===== config.mk =====
export PLATFORM = sky130hd
export DESIGN_NAME = sleep_interval_decomposer
export DESIGN_NICKNAME = d
export VERILOG_FILES = /design/src/design/sid_pkg.sv /design/src/design/sleep_interval_decomposer.sv /design/src/design/sid_alu.sv /design/src/design/sid_ctrl.sv
export SDC_FILE = /design/constraint.sdc
export NUM_CORES = 1
export LEC_CHECK = 0
export ABC_AREA = 1
export BUFFER_PORTS_ARGS = -buffer_cell sky130_fd_sc_hd__buf_2
export CORE_MARGIN = 2
export CORE_UTILIZATION = 45
export DETAILED_ROUTE_END_ITERATION = 12
export PLACE_DENSITY = 0.63
export REMOVE_ABC_BUFFERS = 1
export SYNTH_ARGS = -nofsm -noshare
export SYNTH_HDL_FRONTEND = slang
export SYNTH_HIERARCHICAL = 1
export SYNTH_SLANG_ARGS = --single-unit

===== constraint.sdc =====
create_clock -name clk_i -period 7.25 [get_ports clk_i]
set_clock_uncertainty 0.15 [all_clocks]
set_input_delay 1.45 -clock clk_i [delete_from_list [all_inputs] [get_ports clk_i]]
set_output_delay 1.45 -clock clk_i [all_outputs]
set_load 0.1 [all_outputs]

===== src/design/sid_pkg.sv =====
`timescale 1ns / 1ps
package sid_pkg;

  // field widths
  localparam int unsigned VALUE_W = 16;
  localparam int unsigned UNIT_W  = 2;
  localparam int unsigned CODE_W  = 4;
  localparam int unsigned REP_W   = 17;
  localparam int unsigned TICK_W  = 11;

  // working widths: 65535 min in ms fits 32 bits, longest period 32000 ms fits 15 bits
  localparam int unsigned REM_W   = 32;
  localparam int unsigned LEN_W   = 15;
  localparam int unsigned IDX_W   = 4;
  localparam int unsigned CNT_W   = 5;
  localparam int unsigned SEG_N_W = 3;

  // periodic interrupt table and plan limits
  localparam int unsigned TABLE_LEN   = 14;
  localparam int unsigned MAX_RESULTS = 6;
  localparam logic [REP_W-1:0] REPEAT_MAX = '1;

  // defaults of the top level parameters
  localparam int unsigned DEF_RTC_CLOCK_HZ        = 1024;
  localparam int unsigned DEF_STANDBY_LIMIT_INDEX = 9;

  // time unit codes
  typedef enum logic [UNIT_W-1:0] {
    UNIT_MS  = 2'd0,
    UNIT_S   = 2'd1,
    UNIT_MIN = 2'd2,
    UNIT_BAD = 2'd3
  } unit_e;

  localparam logic [REM_W-1:0] MS_PER_S   = 32'd1000;
  localparam logic [REM_W-1:0] MS_PER_MIN = 32'd60000;

  // segment modes
  typedef enum logic {
    MODE_PDOWN   = 1'b0,
    MODE_STANDBY = 1'b1
  } mode_e;

  // one planned segment, handed from the sequencer to the output stage
  typedef struct packed {
    mode_e             mode;
    logic [CODE_W-1:0] code;
    logic [REP_W-1:0]  repeat_count;
    logic [TICK_W-1:0] ticks;
    logic              last;
  } seg_t;

endpackage


===== src/design/sleep_interval_decomposer.sv =====
`timescale 1ns / 1ps
// Sleep interval decomposer: takes a sleep request (16-bit value, unit ms/s/min) and
// streams out a plan of wake-up timer segments, greedy over the periodic interrupt
// periods of (4 << i) * 1000 / RTC_CLOCK_HZ ms. Each power-down word carries a period
// code and repeat count; a remainder below the standby limit ends the plan with one
// standby word of that many ms; tlast marks the final word. Unit 3 or a zero request
// gives no words. Input word: value bits 15:0, unit bits 17:16. A request is taken
// only while the block is idle. Each power-down word then passes a check state, a
// search over the periods, a restoring division and an emit state that hands it off;
// a standby word passes the check and emit states. The divide dominates: one 32-bit
// subtractor, shared by the standby check, the period search and a restoring
// division, runs one quotient bit per cycle. The last word may sit in the output
// register while the next request is taken.
module sleep_interval_decomposer #(
  parameter int unsigned RTC_CLOCK_HZ        = sid_pkg::DEF_RTC_CLOCK_HZ,
  parameter int unsigned STANDBY_LIMIT_INDEX = sid_pkg::DEF_STANDBY_LIMIT_INDEX
) (
  input  logic        clk_i,
  input  logic        rst_ni,
  input  logic        s_axis_tvalid,
  output logic        s_axis_tready,
  input  logic [23:0] s_axis_tdata,   // period_value, period_unit, zero fill
  output logic        m_axis_tvalid,
  input  logic        m_axis_tready,
  output logic [31:0] m_axis_tdata,   // pit_code, repeat_count, standby_ticks
  output logic        m_axis_tuser,   // sleep_mode
  output logic        m_axis_tlast    // last_segment
);
  import sid_pkg::*;

  logic [VALUE_W-1:0] period_value;
  logic [UNIT_W-1:0]  period_unit;
  logic               slot_free;
  logic               seg_valid;
  seg_t               seg;
  logic               out_valid_q;
  seg_t               out_q;

  assign period_value = s_axis_tdata[VALUE_W-1:0];
  assign period_unit  = s_axis_tdata[VALUE_W +: UNIT_W];

  sid_ctrl #(
    .RTC_CLOCK_HZ        (RTC_CLOCK_HZ),
    .STANDBY_LIMIT_INDEX (STANDBY_LIMIT_INDEX)
  ) u_ctrl (
    .clk_i       (clk_i),
    .rst_ni      (rst_ni),
    .in_valid_i  (s_axis_tvalid),
    .in_ready_o  (s_axis_tready),
    .value_i     (period_value),
    .unit_i      (period_unit),
    .slot_free_i (slot_free),
    .seg_valid_o (seg_valid),
    .seg_o       (seg)
  );

  // output register, refilled as the current word leaves
  assign slot_free = !out_valid_q || m_axis_tready;

  always_ff @(posedge clk_i or negedge rst_ni) begin
    if (!rst_ni) begin
      out_valid_q <= 1'b0;
    end else if (slot_free) begin
      out_valid_q <= seg_valid;
    end
  end

  always_ff @(posedge clk_i) begin
    if (seg_valid) begin
      out_q <= seg;
    end
  end

  assign m_axis_tvalid = out_valid_q;
  assign m_axis_tdata  = {out_q.ticks, out_q.repeat_count, out_q.code};
  assign m_axis_tuser  = out_q.mode;
  assign m_axis_tlast  = out_q.last;

endmodule


===== src/design/sid_alu.sv =====
`timescale 1ns / 1ps
module sid_alu (
  input  logic [sid_pkg::REM_W-1:0] a_i,
  input  logic [sid_pkg::REM_W-1:0] b_i,
  output logic [sid_pkg::REM_W-1:0] diff_o,
  output logic                      borrow_o
);
  import sid_pkg::*;

  // shared subtractor, borrow means a < b
  assign {borrow_o, diff_o} = {1'b0, a_i} - {1'b0, b_i};

endmodule


===== src/design/sid_ctrl.sv =====
`timescale 1ns / 1ps
module sid_ctrl #(
  parameter int unsigned RTC_CLOCK_HZ        = sid_pkg::DEF_RTC_CLOCK_HZ,
  parameter int unsigned STANDBY_LIMIT_INDEX = sid_pkg::DEF_STANDBY_LIMIT_INDEX
) (
  input  logic                        clk_i,
  input  logic                        rst_ni,
  input  logic                        in_valid_i,
  output logic                        in_ready_o,
  input  logic [sid_pkg::VALUE_W-1:0] value_i,
  input  logic [sid_pkg::UNIT_W-1:0]  unit_i,
  input  logic                        slot_free_i,
  output logic                        seg_valid_o,
  output sid_pkg::seg_t               seg_o
);
  import sid_pkg::*;

  localparam int unsigned LIM_INT = (STANDBY_LIMIT_INDEX >= TABLE_LEN) ?
                                    (TABLE_LEN - 1) : STANDBY_LIMIT_INDEX;
  localparam logic [IDX_W-1:0] LIM      = IDX_W'(LIM_INT);
  localparam logic [IDX_W-1:0] IDX_TOP  = IDX_W'(TABLE_LEN - 1);
  localparam logic [CNT_W-1:0] CNT_LAST = CNT_W'(REM_W - 1);
  localparam logic [SEG_N_W-1:0] N_LAST = SEG_N_W'(MAX_RESULTS - 1);

  typedef enum logic [4:0] {
    ST_IDLE   = 5'b00001,
    ST_CHECK  = 5'b00010,
    ST_SEARCH = 5'b00100,
    ST_DIVIDE = 5'b01000,
    ST_EMIT   = 5'b10000
  } state_e;

  // period lengths in ms, worked out at elaboration
  logic [LEN_W-1:0] entry_len [TABLE_LEN];

  for (genvar g = 0; g < TABLE_LEN; g++) begin : g_tab
    localparam int unsigned RAW = ((32'd4 << g) * 32'd1000) / RTC_CLOCK_HZ;
    assign entry_len[g] = (RAW == 0) ? LEN_W'(1) : LEN_W'(RAW);
  end

  state_e             state_q, state_d;
  logic [REM_W-1:0]   rem_q, rem_d;
  logic [LEN_W-1:0]   part_q, part_d;
  logic [IDX_W-1:0]   idx_q, idx_d;
  logic [CNT_W-1:0]   cnt_q, cnt_d;
  logic [SEG_N_W-1:0] n_q, n_d;
  logic               stby_q, stby_d;

  logic [IDX_W-1:0]   idx_nxt;
  logic [REM_W-1:0]   alu_a, alu_b, alu_diff;
  logic               alu_borrow;
  logic [REM_W-1:0]   scaled;
  logic               seg_last;

  assign idx_nxt = (idx_q == IDX_TOP) ? idx_q : idx_q + IDX_W'(1);

  // operand select for the shared subtractor
  always_comb begin
    alu_a = rem_q;
    alu_b = '0;
    case (state_q)
      ST_CHECK:  alu_b = REM_W'(entry_len[LIM]);
      ST_SEARCH: alu_b = REM_W'(entry_len[idx_nxt]);
      ST_DIVIDE: begin
        alu_a = REM_W'({part_q, rem_q[REM_W-1]});
        alu_b = REM_W'(entry_len[idx_q]);
      end
      default: ;
    endcase
  end

  sid_alu u_alu (
    .a_i      (alu_a),
    .b_i      (alu_b),
    .diff_o   (alu_diff),
    .borrow_o (alu_borrow)
  );

  // request in ms
  always_comb begin
    case (unit_i)
      UNIT_MS:  scaled = REM_W'(value_i);
      UNIT_S:   scaled = REM_W'(value_i) * MS_PER_S;
      UNIT_MIN: scaled = REM_W'(value_i) * MS_PER_MIN;
      default:  scaled = '0;
    endcase
  end

  assign in_ready_o = (state_q == ST_IDLE);

  // segment word built from the sequencer registers
  assign seg_last = stby_q || (part_q == '0) || (n_q == N_LAST);

  always_comb begin
    seg_o.mode         = stby_q ? MODE_STANDBY : MODE_PDOWN;
    seg_o.code         = stby_q ? '0 : CODE_W'(idx_q + IDX_W'(1));
    seg_o.repeat_count = '0;
    seg_o.ticks        = '0;
    seg_o.last         = seg_last;
    if (stby_q) begin
      seg_o.ticks = rem_q[TICK_W-1:0];
    end else if (rem_q > REM_W'(REPEAT_MAX)) begin
      seg_o.repeat_count = REPEAT_MAX;
    end else begin
      seg_o.repeat_count = rem_q[REP_W-1:0];
    end
  end

  assign seg_valid_o = (state_q == ST_EMIT) && slot_free_i;

  // sequencer
  always_comb begin
    state_d = state_q;
    rem_d   = rem_q;
    part_d  = part_q;
    idx_d   = idx_q;
    cnt_d   = cnt_q;
    n_d     = n_q;
    stby_d  = stby_q;
    case (state_q)
      ST_IDLE: begin
        if (in_valid_i) begin
          rem_d = scaled;
          n_d   = '0;
          if (scaled != '0) begin
            state_d = ST_CHECK;
          end
        end
      end
      ST_CHECK: begin
        idx_d = LIM;
        if (alu_borrow) begin
          stby_d  = 1'b1;
          state_d = ST_EMIT;
        end else begin
          stby_d  = 1'b0;
          state_d = ST_SEARCH;
        end
      end
      ST_SEARCH: begin
        if ((idx_q == IDX_TOP) || alu_borrow) begin
          part_d  = '0;
          cnt_d   = '0;
          state_d = ST_DIVIDE;
        end else begin
          idx_d = idx_nxt;
        end
      end
      ST_DIVIDE: begin
        // one restoring step: quotient bits shift into rem from below
        if (alu_borrow) begin
          part_d = {part_q[LEN_W-2:0], rem_q[REM_W-1]};
        end else begin
          part_d = alu_diff[LEN_W-1:0];
        end
        rem_d = {rem_q[REM_W-2:0], ~alu_borrow};
        cnt_d = cnt_q + CNT_W'(1);
        if (cnt_q == CNT_LAST) begin
          state_d = ST_EMIT;
        end
      end
      ST_EMIT: begin
        if (slot_free_i) begin
          n_d   = n_q + SEG_N_W'(1);
          rem_d = REM_W'(part_q);
          if (seg_last) begin
            state_d = ST_IDLE;
          end else begin
            state_d = ST_CHECK;
          end
        end
      end
      default: state_d = ST_IDLE;
    endcase
  end

  always_ff @(posedge clk_i or negedge rst_ni) begin
    if (!rst_ni) begin
      state_q <= ST_IDLE;
      cnt_q   <= '0;
      n_q     <= '0;
      stby_q  <= 1'b0;
    end else begin
      state_q <= state_d;
      cnt_q   <= cnt_d;
      n_q     <= n_d;
      stby_q  <= stby_d;
    end
  end

  always_ff @(posedge clk_i) begin
    rem_q  <= rem_d;
    part_q <= part_d;
    idx_q  <= idx_d;
  end

endmodule


== Yosys cells after proc, flatten, opt, wreduce, memory -nomap -nowiden ==
Memory sizes are Yosys's and may differ from the RTL's.
Cells that the tools add are included.
Operators by class
  $add $sub $neg: 4
  $mul: 2
  $lt $le $gt $ge: 3
  equality and inequality tests: 16
  multiplexer cells: 32
  bitwise gates (word level): 3
  reductions and logical operators: 18
Operators by type and width (count)
  one-hot mux 32 bit (3 select lines): 2
  two-way mux 32 bit: 3
  two-way mux 15 bit: 6
  one-hot mux 15 bit (3 select lines): 1
  two-way mux 5 bit: 7
  subtractor 32 x 15 -> 33 bit: 1
  > comparator 32 x 17 -> 1 bit, second input constant: 1
  nonzero test 32 bit: 1
  one-hot mux 15 bit (2 select lines): 1
  multiplier 16 x 11 -> 27 bit, second input constant: 1
  one-hot mux 5 bit (5 select lines): 1
  multiplier 16 x 7 -> 23 bit, second input constant: 1
  two-way mux 17 bit: 1
  zero test 15 bit: 1
  == test 5 bit, second input constant: 2
  >= comparator 5 bit, second input constant: 2
  inverter 4 -> 5 bit: 2
  one-hot mux 5 bit (2 select lines): 1
  two-way mux 4 bit: 2
  inequality test 2 x 1 -> 1 bit, second input constant: 4
  one-hot mux 4 bit (2 select lines): 1
  two-way mux 3 bit: 2
  one-hot mux 3 bit (2 select lines): 1
  AND reduction 3 bit: 2
  other kinds (23): 31
Storage, ports and cells
  register bits after elaboration: 100
  memory bits (read-only): 480
  input port bits: 28
  output and inout bits: 36
  memories kept: 2
Memories
  (name not given): depth 16, width 15, rd ports 1, clocked after memory_dff 0, write ports 0, RTL line sid_ctrl.sv:63  | ST_SEARCH: alu_b = REM_W'(entry_len[idx_nxt]);
  (name not given): depth 16, width 15, rd ports 1, clocked after memory_dff 0, write ports 0, RTL line sid_ctrl.sv:66  | alu_b = REM_W'(entry_len[idx_q]);

== Logic depth before layout (Yosys ltp) ==
Gate-level depths: netlist of run 1.
  word-level depth: 11
  mapped depth: 30
  gate-level depth less buffers: 28

== By module ==
Netlist of run 1, hierarchy kept.
Modules (own cells, without submodules)
  sid_ctrl: times used 1, cells each 1501, area an instance 10690.3 um2
  sid_alu: times used 1, cells each 550, area an instance 2572.5 um2
  sleep_interval_decomposer: times used 1, cells each 39, area an instance 1066.0 um2

== Worst setup path after synthesis of run 1 ==
OpenSTA, ideal clock, no wires.
  path kind: in2reg
  start: input s_axis_tdata[6]
  end: register u_ctrl.state_q[4]
  arrival: 5757 ps
  data required time: 6983 ps
  path slack: 1226 ps
  stages on the path: 26
  path buffers: 0
  path through: inv_1 > fa_1 > inv_1 > fa_1 > fa_1 > fa_1 > inv_1 > fa_1 > inv_1 > ha_1 > nand2_1 > inv_1 > nand2_1 > nand2_1 > a21oi_1 > nand2_1 > nand2_1 > nand3_1 > nand3_1 > nand2_1 > inv_1 > nand2_1 > nor2_1 > nand2_2 > nand3_1 > nand2_1
On the way
  cells in the longest elaborated chain, start to end: 5
  elaborated cells between the ends (all ways): 6
  classes of those cells: mul (2); eq/ne (1); mux (1); reduce/logical (2)
RTL lines
  from (decl): RTL line sleep_interval_decomposer.sv:22  | input logic [23:0] s_axis_tdata,
  multiplier 16 x 7 -> 23 bit / multiplier 16 x 11 -> 27 bit (equally long branches): RTL line sid_ctrl.sv:83, sid_ctrl.sv:84
  one-hot mux 32 bit (3 select lines) (*): RTL line sid_ctrl.sv:81  | case (unit_i)
  nonzero test 32 bit (*): RTL line sid_ctrl.sv:125  | if (scaled != '0) begin
  inequality test 2 x 1 -> 1 bit (no source line) (*)
  AND reduction 5 bit (no source line) (*)
  to (signal assigned): RTL line sid_ctrl.sv:184  | state_q <= state_d;
  to (decl): RTL line sid_ctrl.sv:41  | state_e state_q, state_d;
Mark *: on every way between the ends. The rest lies on a longest branch, timed or not.
A chain may end at the register's enable or synchronous reset.

== Worst setup path in the final report of run 1 ==
Same ends and word-level chain as after synthesis.

==> key figures, run 1 <==
Cells and area
  • Synth-to-Final Area Change: 8.10%
  • Fraction of layout instances using a drive strength above 1: 0.0687
  • Nets: 2164
  • Antenna diodes: 0

CTS
  • CTS tree: done
  • Clock Latency Late Sink: 0.36 ns
  • Number of H-tree levels: 3
  • CTS buffer count: 9
  • Hold_buf cts: 0
  • Number of setup buffers added after CTS: 0
  • Max clock buf depth: 2
  • Clock root buffer: clkbuf_16
  • Post-CTS Resized: 0
  • Worst-path clk slew: 0.08 ns
  • Clk sink count: 100

Die
  • Core area: approximately 29000 µm²
  • Initial Utilization: 0.459
  • I/O pins: 64
  • Site Rows: 62
  • Die H: 176 µm
  • Die width: approximately 180 µm
  • Die ar.: 30800 µm²

Worst setup path
  • CP startpoint kind: input pin
  • Crit path max fanout: 5
  • CP Capture Point: u_ctrl/state_q[4]
  • Critical path's slowest cell: fa_1
  • Setup CP Type: input pin to flop
  • First element of the critical path: s_axis_tdata[6]
  • Worst Setup End Kind: flop
  • Worst flop-to-flop path endpoint: u_ctrl/part_q[13]
  • Critical Path RT: 7.35 ns
  • Reg2Reg Setup Slack: 1.91 ns
  • Critical R2R Launch: u_ctrl/idx_q[0]
  • Critical Path Max Stage Delay: 0.67 ns
  • Reg2Reg Depth: 26
  • Worst EP arrival: 6.66 ns

Global route
  • Vias in the first global route: 11.1k
  • Initial antenna violation count: 0
  • Global-route wire length before repair: 58.1 mm
  • Largest net degree at the start of global routing: 56
  • Grt total ovfl: 0
  • Total GRT Usage: 0.237

Pwr
  • PD cells: 464 nW/µm²
  • Power Total: 6.65 mW
  • Leakage: 7.56 nW
  • Max VDD drop: ~0.21 mV

Run status
  • Status: completed

Logic synthesis
  • Cell area after synthesis: approximately 13000 µm²
  • Synth Warn #: 6
  • Cell count after synthesis: 1823
  • Avg Inst Size Synth: 7.27 µm²

Route
  • Via Count: 11.5k
  • Detailed Route WL: between 30 and 40 mm
  • DR WL/cell: 15.4 µm
  • Number of remaining DRC errors: 0
  • Initial DRC Count: about 890
  • TritonRoute pass-1 iters: 6
  • DR vias/cell: 5.03
  • ANT nets after route: 0

Timing
  • TNS Setup: 0 ns
  • Fin crit share: 0.905
  • Hold Vio Cnt, Final: 0
  • Max-slew violations: 0
  • Hold slack: 0.342 ns
  • Pin slew with the least headroom to its limit: approximately 1 ns
  • Fmax: 152 MHz
  • Post-layout min period: 6.56 ns
  • Slew HR: 0.345
  • Final Setup Violations: 0
  • Unrepaired setup endpoints after global routing: false

Run
  • Max cap viols: 0

Placed design
  • Post-DP HPWL: 29.5 mm
  • Gpl congestion: 0.948
  • # port buffers: 57

Hold path
  • HP Class: flop to flop
## critical path: cells and delay by family
family / cells / cell delay [ns]
fa+ha+maj: 6 / 3.08
buf+inv: 7 / 0.72
simple gates: 13 / 1.41
## per-layer routing
layer  track usage  vias to the layer above  wire length [µm]
met1         0.332                     5280             16300
met4        0.0441                        0               486
met3        0.0281                       35              1820
met5             0                        -                 0
met2         0.399                      332             16400
li1              -                     5811                 -
## cell usage in the layout (no fill, tap or decap), types with 17 or more instances in the layout
cell type  instances
nor2_1           145
xor2_1            18
ha_1             148
nand3_1           94
edfxtp_1          85
fa_1             101
o21ai_0           82
conb_1            17
nand2_2           17
inv_1            438
a21oi_1           72
nand2_1          440
buf_2             57
nand3b_1          21
## metrics by stage
stage	setup WS (ns)	std cells	utilization	area, µm²
final	0.689	2276	0.497	14300
after floorplan	1.22	1812	-	13200
after global routing	0.281	2276	0.497	14300
after CTS	0.695	2276	0.497	14300
after detailed placement	0.344	2260	0.486	14000
after global placement	0.394	2260	0.486	14000
## worst min-delay path by stage
stage                            startpoint                end  cells after the start
after floorplan           u_ctrl/state_q[0]  u_ctrl/state_q[0]                      2
after global placement        m_axis_tvalid      m_axis_tvalid                      2
after detailed placement  u_ctrl/state_q[0]  u_ctrl/state_q[0]                      2
after CTS                 u_ctrl/state_q[0]  u_ctrl/state_q[0]                      2
after global routing          m_axis_tvalid      m_axis_tvalid                      2
final                     u_ctrl/state_q[0]  u_ctrl/state_q[0]                      2
## flip-flops by register name (all words and copies together) (netlist names)
signal,cells
m_axis_tdata,32
m_axis_tlast,1
m_axis_tuser,1
m_axis_tvalid,1
u_ctrl/cnt_q,5
u_ctrl/idx_q,4
u_ctrl/n_q,3
u_ctrl/part_q,15
u_ctrl/rem_q,32
u_ctrl/state_q,5
u_ctrl/stby_q,1
## layout make-up
type                       instances  area [µm²]
fill                            2979       14500
sequential                       100        2930
tap                              384         480
timing repair buffer              64         338
inverter                         450        1690
clock inverter                     7        86.3
multi-input combinational       1262        8580
clock buffer                       9         225
## power by group
part	total (mW)	internal (mW)	leakage, nW	switching (mW)
clock network	0.503	0.249	0.151	0.254
registers	1.06	0.920	0.991	0.136
logic	5.09	1.67	6.42	3.42
No activity file was read; power rests on OpenSTA's default activity.
==> inputs of run 2 (changes only) <==
--- a/config.mk
+++ b/config.mk
@@ -11,7 +11,6 @@
 export CORE_UTILIZATION = 45
 export DETAILED_ROUTE_END_ITERATION = 12
 export PLACE_DENSITY = 0.63
-export REMOVE_ABC_BUFFERS = 1
 export SYNTH_ARGS = -nofsm -noshare
 export SYNTH_HDL_FRONTEND = slang
 export SYNTH_HIERARCHICAL = 1
==> constraint.sdc (replaced) <==
create_clock -name clk_i -period 6.8 [get_ports clk_i]
set_clock_uncertainty 0.15 [all_clocks]
set_input_delay 1.36 -clock clk_i [delete_from_list [all_inputs] [get_ports clk_i]]
set_output_delay 1.36 -clock clk_i [all_outputs]
set_load 0.1 [all_outputs]
==> key figures, run 2 (same netlist as run 1, synthesis figures left out) <==
Timing
  • Pin slew with the least headroom to its limit: 0.946 ns (-0.0339 ns)
  • Fin crit share: 0.935
  • Final Setup Violations: 0 (unchanged)
  • Hold slack: 0.349 ns (+0.00750 ns)
  • Max-slew violations: 0 (unchanged)
  • Unrepaired setup endpoints after global routing: false
  • Fmax: 157 MHz
  • Post-layout min period: approximately 6.4 ns
  • TNS Setup: 0 ns (unchanged)
  • Hold Vio Cnt, Final: 0 (unchanged)
  • Slew HR: 0.368 (+0.0227)

Pwr
  • Leakage: 7.63 nW (+0.89%)
  • Clk pwr share: 0.073 (-0.003)
  • Logic pwr share: 0.769 (+0.003)
  • Int Pwr: 3.07 mW (+7.9%)
  • Max VDD drop: 0.254 mV (+21%)
  • PD cells: 497 nW/µm² (+7.0%)
  • Psw: 4.10 mW (+7.7%)
  • Switch share: 0.572 (about the same)
  • Flop pwr share: 0.158 (about the same)

Route
  • Number of remaining DRC errors: 0 (unchanged)
  • DR vias/cell: 5.05 (+0.38%)
  • Via Count: 11.6k (+0.99%)
  • Initial DRC Count: 891 (+0.22%)
  • TritonRoute pass-1 iters: 6 (unchanged)
  • ANT nets after route: 0 (unchanged)
  • DR WL/cell: 15.7 µm (+1.6%)
  • Detailed Route WL: 35.9 mm (+2.2%)

CTS
  • CTS tree: done
  • Hold_buf cts: 0 (unchanged)
  • Max clock buf depth: 2 (unchanged)
  • Clock root buffer: clkbuf_16
  • Worst-path clk slew: 0.07 ns (about the same)
  • Number of H-tree levels: 3 (unchanged)
  • Clk sink count: 100 (unchanged)
  • CTS buffer count: 9 (unchanged)
  • Post-CTS Resized: 0 (unchanged)
  • Clock Latency Late Sink: 0.35 ns (about the same)
  • Number of setup buffers added after CTS: 0 (unchanged)

Cells and area
  • Post-layout util: 0.500 (+0.00364)
  • Most frequent cells in the layout: nand2_1 (440), inv_1 (438), ha_1 (148), nor2_1 (145), fa_1 (101)
  • Nets: 2178 (+0.65%)
  • Fin area: 14400 µm² (+0.73%)
  • Fraction of layout instances using a drive strength above 1: 0.0756 (+0.00684)
  • Synth-to-Final Area Change: 8.89%
  • Antenna diodes: 0 (unchanged)
  • Commonest non-fill, non-tap cell in the layout: nand2_1

Placed design
  • Placed inst area: 14100 µm² (+0.75%)
  • # port buffers: 57 (unchanged)
  • Post-DP HPWL: 30.4 mm (+3.0%)
  • Gpl congestion: 0.942 (-0.65%)

Global route
  • Vias in the first global route: 11.3k (+1.2%)
  • Total GRT Usage: 0.242 (+0.00533)
  • Initial antenna violation count: 0 (unchanged)
  • Largest net degree at the start of global routing: 56 (unchanged)
  • Global-route wire length before repair: 59.3 mm (+2.1%)
  • Grt total ovfl: 0 (unchanged)

Worst setup path
  • Critical Path RT: 6.90 ns (-0.45 ns)
  • Setup CP Type: input pin to flop
  • Reg2Reg Depth: 20 (-23%)
  • Crit path max fanout: 5 (unchanged)
  • CP startpoint kind: input pin
  • Worst Setup End Kind: flop
  • Worst EP arrival: 6.45 ns (-0.21 ns)

Die
  • Initial Utilization: 0.459 (unchanged)
  • Site Rows: 62 (unchanged)
  • Die width: 176 µm (unchanged)
  • Core area: 28900 µm² (unchanged)
  • Die H: 176 µm (unchanged)
  • Die ar.: 30800 µm² (unchanged)
  • I/O pins: 64 (unchanged)

Hold path
  • HP Class: flop to flop
  • WHS Path Cells: 2 (unchanged)

Run status
  • Status: completed

Run
  • Max cap viols: 0 (unchanged)
## run 2: cell types whose count changed in the layout (fill, tap and decap cells not counted), sizes merged
| cell | change |
|---|---|
| buf | +14 |
## run 2: cell type report
class	instances	area [µm²]
multi-input combinational	1262	8580
timing repair buffer	78	443
inverter	450	1690
clock buffer	9	225
sequential	100	2930
tap	384	480
clock inverter	7	86.3
fill	2962	14400
## run 2: worst max-delay path, stage by stage
cell	delay [ns]
buf_2	0.10
inv_1	0.24
fa_1	0.54
inv_1	0.11
fa_1	0.45
fa_1	0.49
fa_1	0.54
inv_1	0.07
fa_1	0.53
inv_1	0.04
ha_1	0.38
nand2_1	0.13
inv_1	0.09
nand2_1	0.09
nor3_1	0.25
nand3_1	0.16
nand3_1	0.11
nand2_1	0.05
nand3_1	0.08
nand2_1	0.06
inv_1	0.06
nand2_1	0.05
nor2_1	0.16
nand2_2	0.14
nand3_1	0.10
nand2_1	0.05
## run 2: through the flow
step / setup slack [ns] / power (mW) / std cells
floorplan: 0.866 / 5.20 / 1839
global placement: 0.220 / 6.53 / 2274
detailed placement: 0.177 / 6.59 / 2274
CTS: 0.528 / 7.15 / 2290
global route: 0.115 / 8.02 / 2290
finish: 0.441 / 7.17 / 2290
## run 2: routing by layer
layer  global-route usage  vias up  wire length [µm]  part of all wire
met2                0.394      297             16200              0.45
met1                0.354     5393             17500              0.49
met5                    0        -                 0                 0
met4               0.0362        0               415             0.012
met3               0.0299       30              1830             0.051
li1                     -     5852                 -                 -
## run 2: final timing paths
kind | slack [ns] | from | endpoint
hold reg to reg | 0.35 | m_axis_tvalid | m_axis_tvalid
setup / recovery | 0.44 | s_axis_tdata[8] | u_ctrl/state_q[4]
max in group asynchronous | 5.45 | rst_ni | u_ctrl/state_q[0]
setup reg to reg | 1.42 | u_ctrl/state_q[4] | u_ctrl/part_q[10]
min in group asynchronous | 0.75 | rst_ni | u_ctrl/cnt_q[2]
hold / removal | 0.35 | m_axis_tvalid | m_axis_tvalid
## run 2: power by group through the flow
stage          logic (mW)  clock network, mW  registers (mW)
3_5_place_dp         5.45                  0            1.14
3_3_place_gp         5.38                  0            1.14
2_1_floorplan        3.93                  0            1.26
4_1_cts              5.49              0.535            1.13
5_1_grt              6.30              0.558            1.16
6_report             5.51              0.524            1.13
==> inputs of run 3 (changes only) <==
--- a/config.mk
+++ b/config.mk
@@ -10,7 +10,7 @@
 export CORE_MARGIN = 2
 export CORE_UTILIZATION = 45
 export DETAILED_ROUTE_END_ITERATION = 12
-export PLACE_DENSITY = 0.63
+export PLACE_DENSITY = 0.65
 export SYNTH_ARGS = -nofsm -noshare
 export SYNTH_HDL_FRONTEND = slang
 export SYNTH_HIERARCHICAL = 1
==> key figures, run 3 (same netlist as run 1, synthesis figures left out) <==
Cells and area
  • Final Instance Count excl. Fillers: 2287 (-0.13%)
  • Most frequent cells in the layout: nand2_1 (440), inv_1 (438), ha_1 (148), nor2_1 (145), fa_1 (101)
  • Fill cells: 2895 (-2.3%)
  • Fraction of layout instances using a drive strength above 1: 0.0741 (-0.00146)
  • Nets: 2175 (-0.14%)
  • Antenna diodes: 0 (unchanged)
  • Synth-to-Final Area Change: 8.68%
  • Commonest non-fill, non-tap cell in the layout: nand2_1

Worst setup path
  • Crit path max fanout: 5 (unchanged)
  • Worst EP arrival: 6.44 ns (about the same)
  • Critical R2R Launch: u_ctrl/idx_q[0]
  • CP Capture Point: u_ctrl/state_q[4]
  • Reg2Reg Setup Slack: 1.43 ns (about the same)
  • Setup CP Type: input pin to flop
  • Worst flop-to-flop path endpoint: u_ctrl/part_q[13]
  • Worst Setup End Kind: flop
  • CP startpoint kind: input pin
  • Reg2Reg Depth: 26 (+30%)
  • Critical Path RT: 6.90 ns (about the same)
  • First element of the critical path: s_axis_tdata[7]

CTS
  • Clk sink count: 100 (unchanged)
  • CTS buffer count: 9 (unchanged)
  • CTS tree: done
  • Post-CTS Resized: 0 (unchanged)
  • Number of H-tree levels: 3 (unchanged)
  • Number of setup buffers added after CTS: 0 (unchanged)
  • Clock root buffer: clkbuf_16
  • Clock Latency Late Sink: 0.36 ns (about the same)
  • Worst-path clk slew: 0.07 ns (about the same)
  • Hold_buf cts: 0 (unchanged)
  • Max clock buf depth: 2 (unchanged)

Die
  • Die width: 176 µm (unchanged)
  • I/O pins: 64 (unchanged)
  • Site Rows: 62 (unchanged)
  • Die ar.: 30800 µm² (unchanged)
  • Initial Utilization: 0.459 (unchanged)
  • Die H: 176 µm (unchanged)
  • Core area: 28900 µm² (unchanged)

Hold path
  • HP Class: flop to flop
  • Worst hold start: m_axis_tvalid

Timing
  • Pin slew with the least headroom to its limit: 1.06 ns (+0.112 ns)
  • Fin crit share: 0.933 (-0.00236)
  • Unrepaired setup endpoints after global routing: false
  • Max-slew violations: 0 (unchanged)
  • Hold Vio Cnt, Final: 0 (unchanged)
  • Final Setup Violations: 0 (unchanged)
  • Fmax: 158 MHz (+0.25%)
  • TNS Setup: 0 ns (unchanged)
  • Post-layout min period: 6.34 ns (-0.0160 ns)
  • Slew HR: 0.293 (-0.0748)

Route
  • Via Count: 11.7k (+0.96%)
  • Number of remaining DRC errors: 0 (unchanged)
  • ANT nets after route: 0 (unchanged)
  • Initial DRC Count: 779 (-13%)
  • DR vias/cell: 5.11 (+1.1%)
  • DR WL/cell: 15.2 µm (-3.0%)
  • TritonRoute pass-1 iters: 5 (-1)
  • Detailed Route WL: 34.8 mm (-3.1%)

Pwr
  • Logic pwr share: 0.768 (about the same)
  • Leakage: 7.61 nW (-0.24%)
  • PD cells: 492 nW/µm² (-1.0%)
  • Flop pwr share: 0.159 (about the same)
  • Int Pwr: 3.05 mW (-0.73%)
  • Switch share: 0.570 (-0.00217)
  • Psw: 4.03 mW (-1.6%)
  • Clk pwr share: 0.073 (about the same)
  • Max VDD drop: 0.302 mV (+19%)

Run status
  • Status: completed

Global route
  • GR Layer Usage met2: 0.403 (+0.00820)
  • Global-route wire length before repair: 57.3 mm (-3.3%)
  • Initial antenna violation count: 0 (unchanged)
  • Met1 Use GR: 0.323 (-0.0304)
  • Most used routing layer: met2
  • Vias in the first global route: 11.3k (+0.39%)
  • Total GRT Usage: 0.233 (-0.00892)
  • Largest net degree at the start of global routing: 56 (unchanged)
  • Met3 global-route usage: 0.0216 (-0.00823)
  • Grt total ovfl: 0 (unchanged)

Placed design
  • Placed Cells: 2271 (-0.13%)
  • # port buffers: 57 (unchanged)
  • Gpl congestion: 0.943 (about the same)
  • Post-DP HPWL: 29.6 mm (-2.8%)

Run
  • Max cap viols: 0 (unchanged)
[run 3: changes by cell type in the layout (fill, tap and decap cells not counted)]
cell	change
clkinv_4	+1
clkinv_8	-2
inv_8	+1
a21oi_2	-1
buf_4	-3
a21oi_4	+1
[run 3: power groups by stage]
stage | combinational [mW] | clock [mW] | sequential, mW
floorplan | 3.93 | 0 | 1.26
global placement | 5.31 | 0 | 1.13
detailed placement | 5.38 | 0 | 1.14
CTS | 5.42 | 0.528 | 1.12
global route | 6.20 | 0.550 | 1.15
finish | 5.44 | 0.518 | 1.13
[run 3: per-stage QoR]
stage,util,instance area [µm²],total power [mW],setup slack (ns),hold slack [ns]
2_1_floorplan,-,13300,5.20,0.866,0.313
3_5_place_dp,0.489,14100,6.52,0.156,0.335
3_3_place_gp,0.489,14100,6.44,0.151,0.326
4_1_cts,0.499,14400,7.07,0.500,0.346
6_report,0.499,14400,7.08,0.457,0.349
5_1_grt,0.499,14400,7.89,0.0797,0.355
[run 3: how the worst min path moves through the flow]
stage / endpoint / cells past startpoint / slack, ns
2_1_floorplan: u_ctrl/state_q[0] / 2 / 0.31
3_3_place_gp: u_ctrl/state_q[0] / 2 / 0.33
3_5_place_dp: u_ctrl/state_q[0] / 2 / 0.33
4_1_cts: u_ctrl/state_q[0] / 2 / 0.35
5_1_grt: u_ctrl/state_q[0] / 2 / 0.35
6_report: m_axis_tvalid / 2 / 0.35
[run 3: layout make-up]
class	count	area, µm²	area share
Multi-Input combinational cell	1262	8590	0.596
Inverter	450	1690	0.117
Sequential cell	100	2930	0.203
Tap cell	384	480	0.0334
Clock inverter	7	73.8	0.00512
Timing Repair Buffer	75	420	0.0292
Clock buffer	9	225	0.0156
[run 3: per-layer routing]
layer	routed length (µm)	up-vias
met4	471	0
met1	16000	5453
met5	0	-
met2	16400	349
li1	-	5853
met3	1940	28
[run 3: critical path: stages]
cell     delay (ns)
buf_2          0.15
inv_1          0.15
fa_1           0.60
inv_1          0.08
fa_1           0.49
fa_1           0.51
fa_1           0.52
inv_1          0.06
fa_1           0.53
inv_1          0.04
ha_1           0.36
nand2_1        0.12
inv_1          0.08
nand2_1        0.10
nor3_1         0.25
nand3_1        0.15
nand3_1        0.11
nand2_1        0.05
nand3_1        0.11
nand2_1        0.06
inv_1          0.05
nand2_1        0.04
nor2_1         0.15
nand2_2        0.15
nand3_1        0.11
nand2_1        0.05
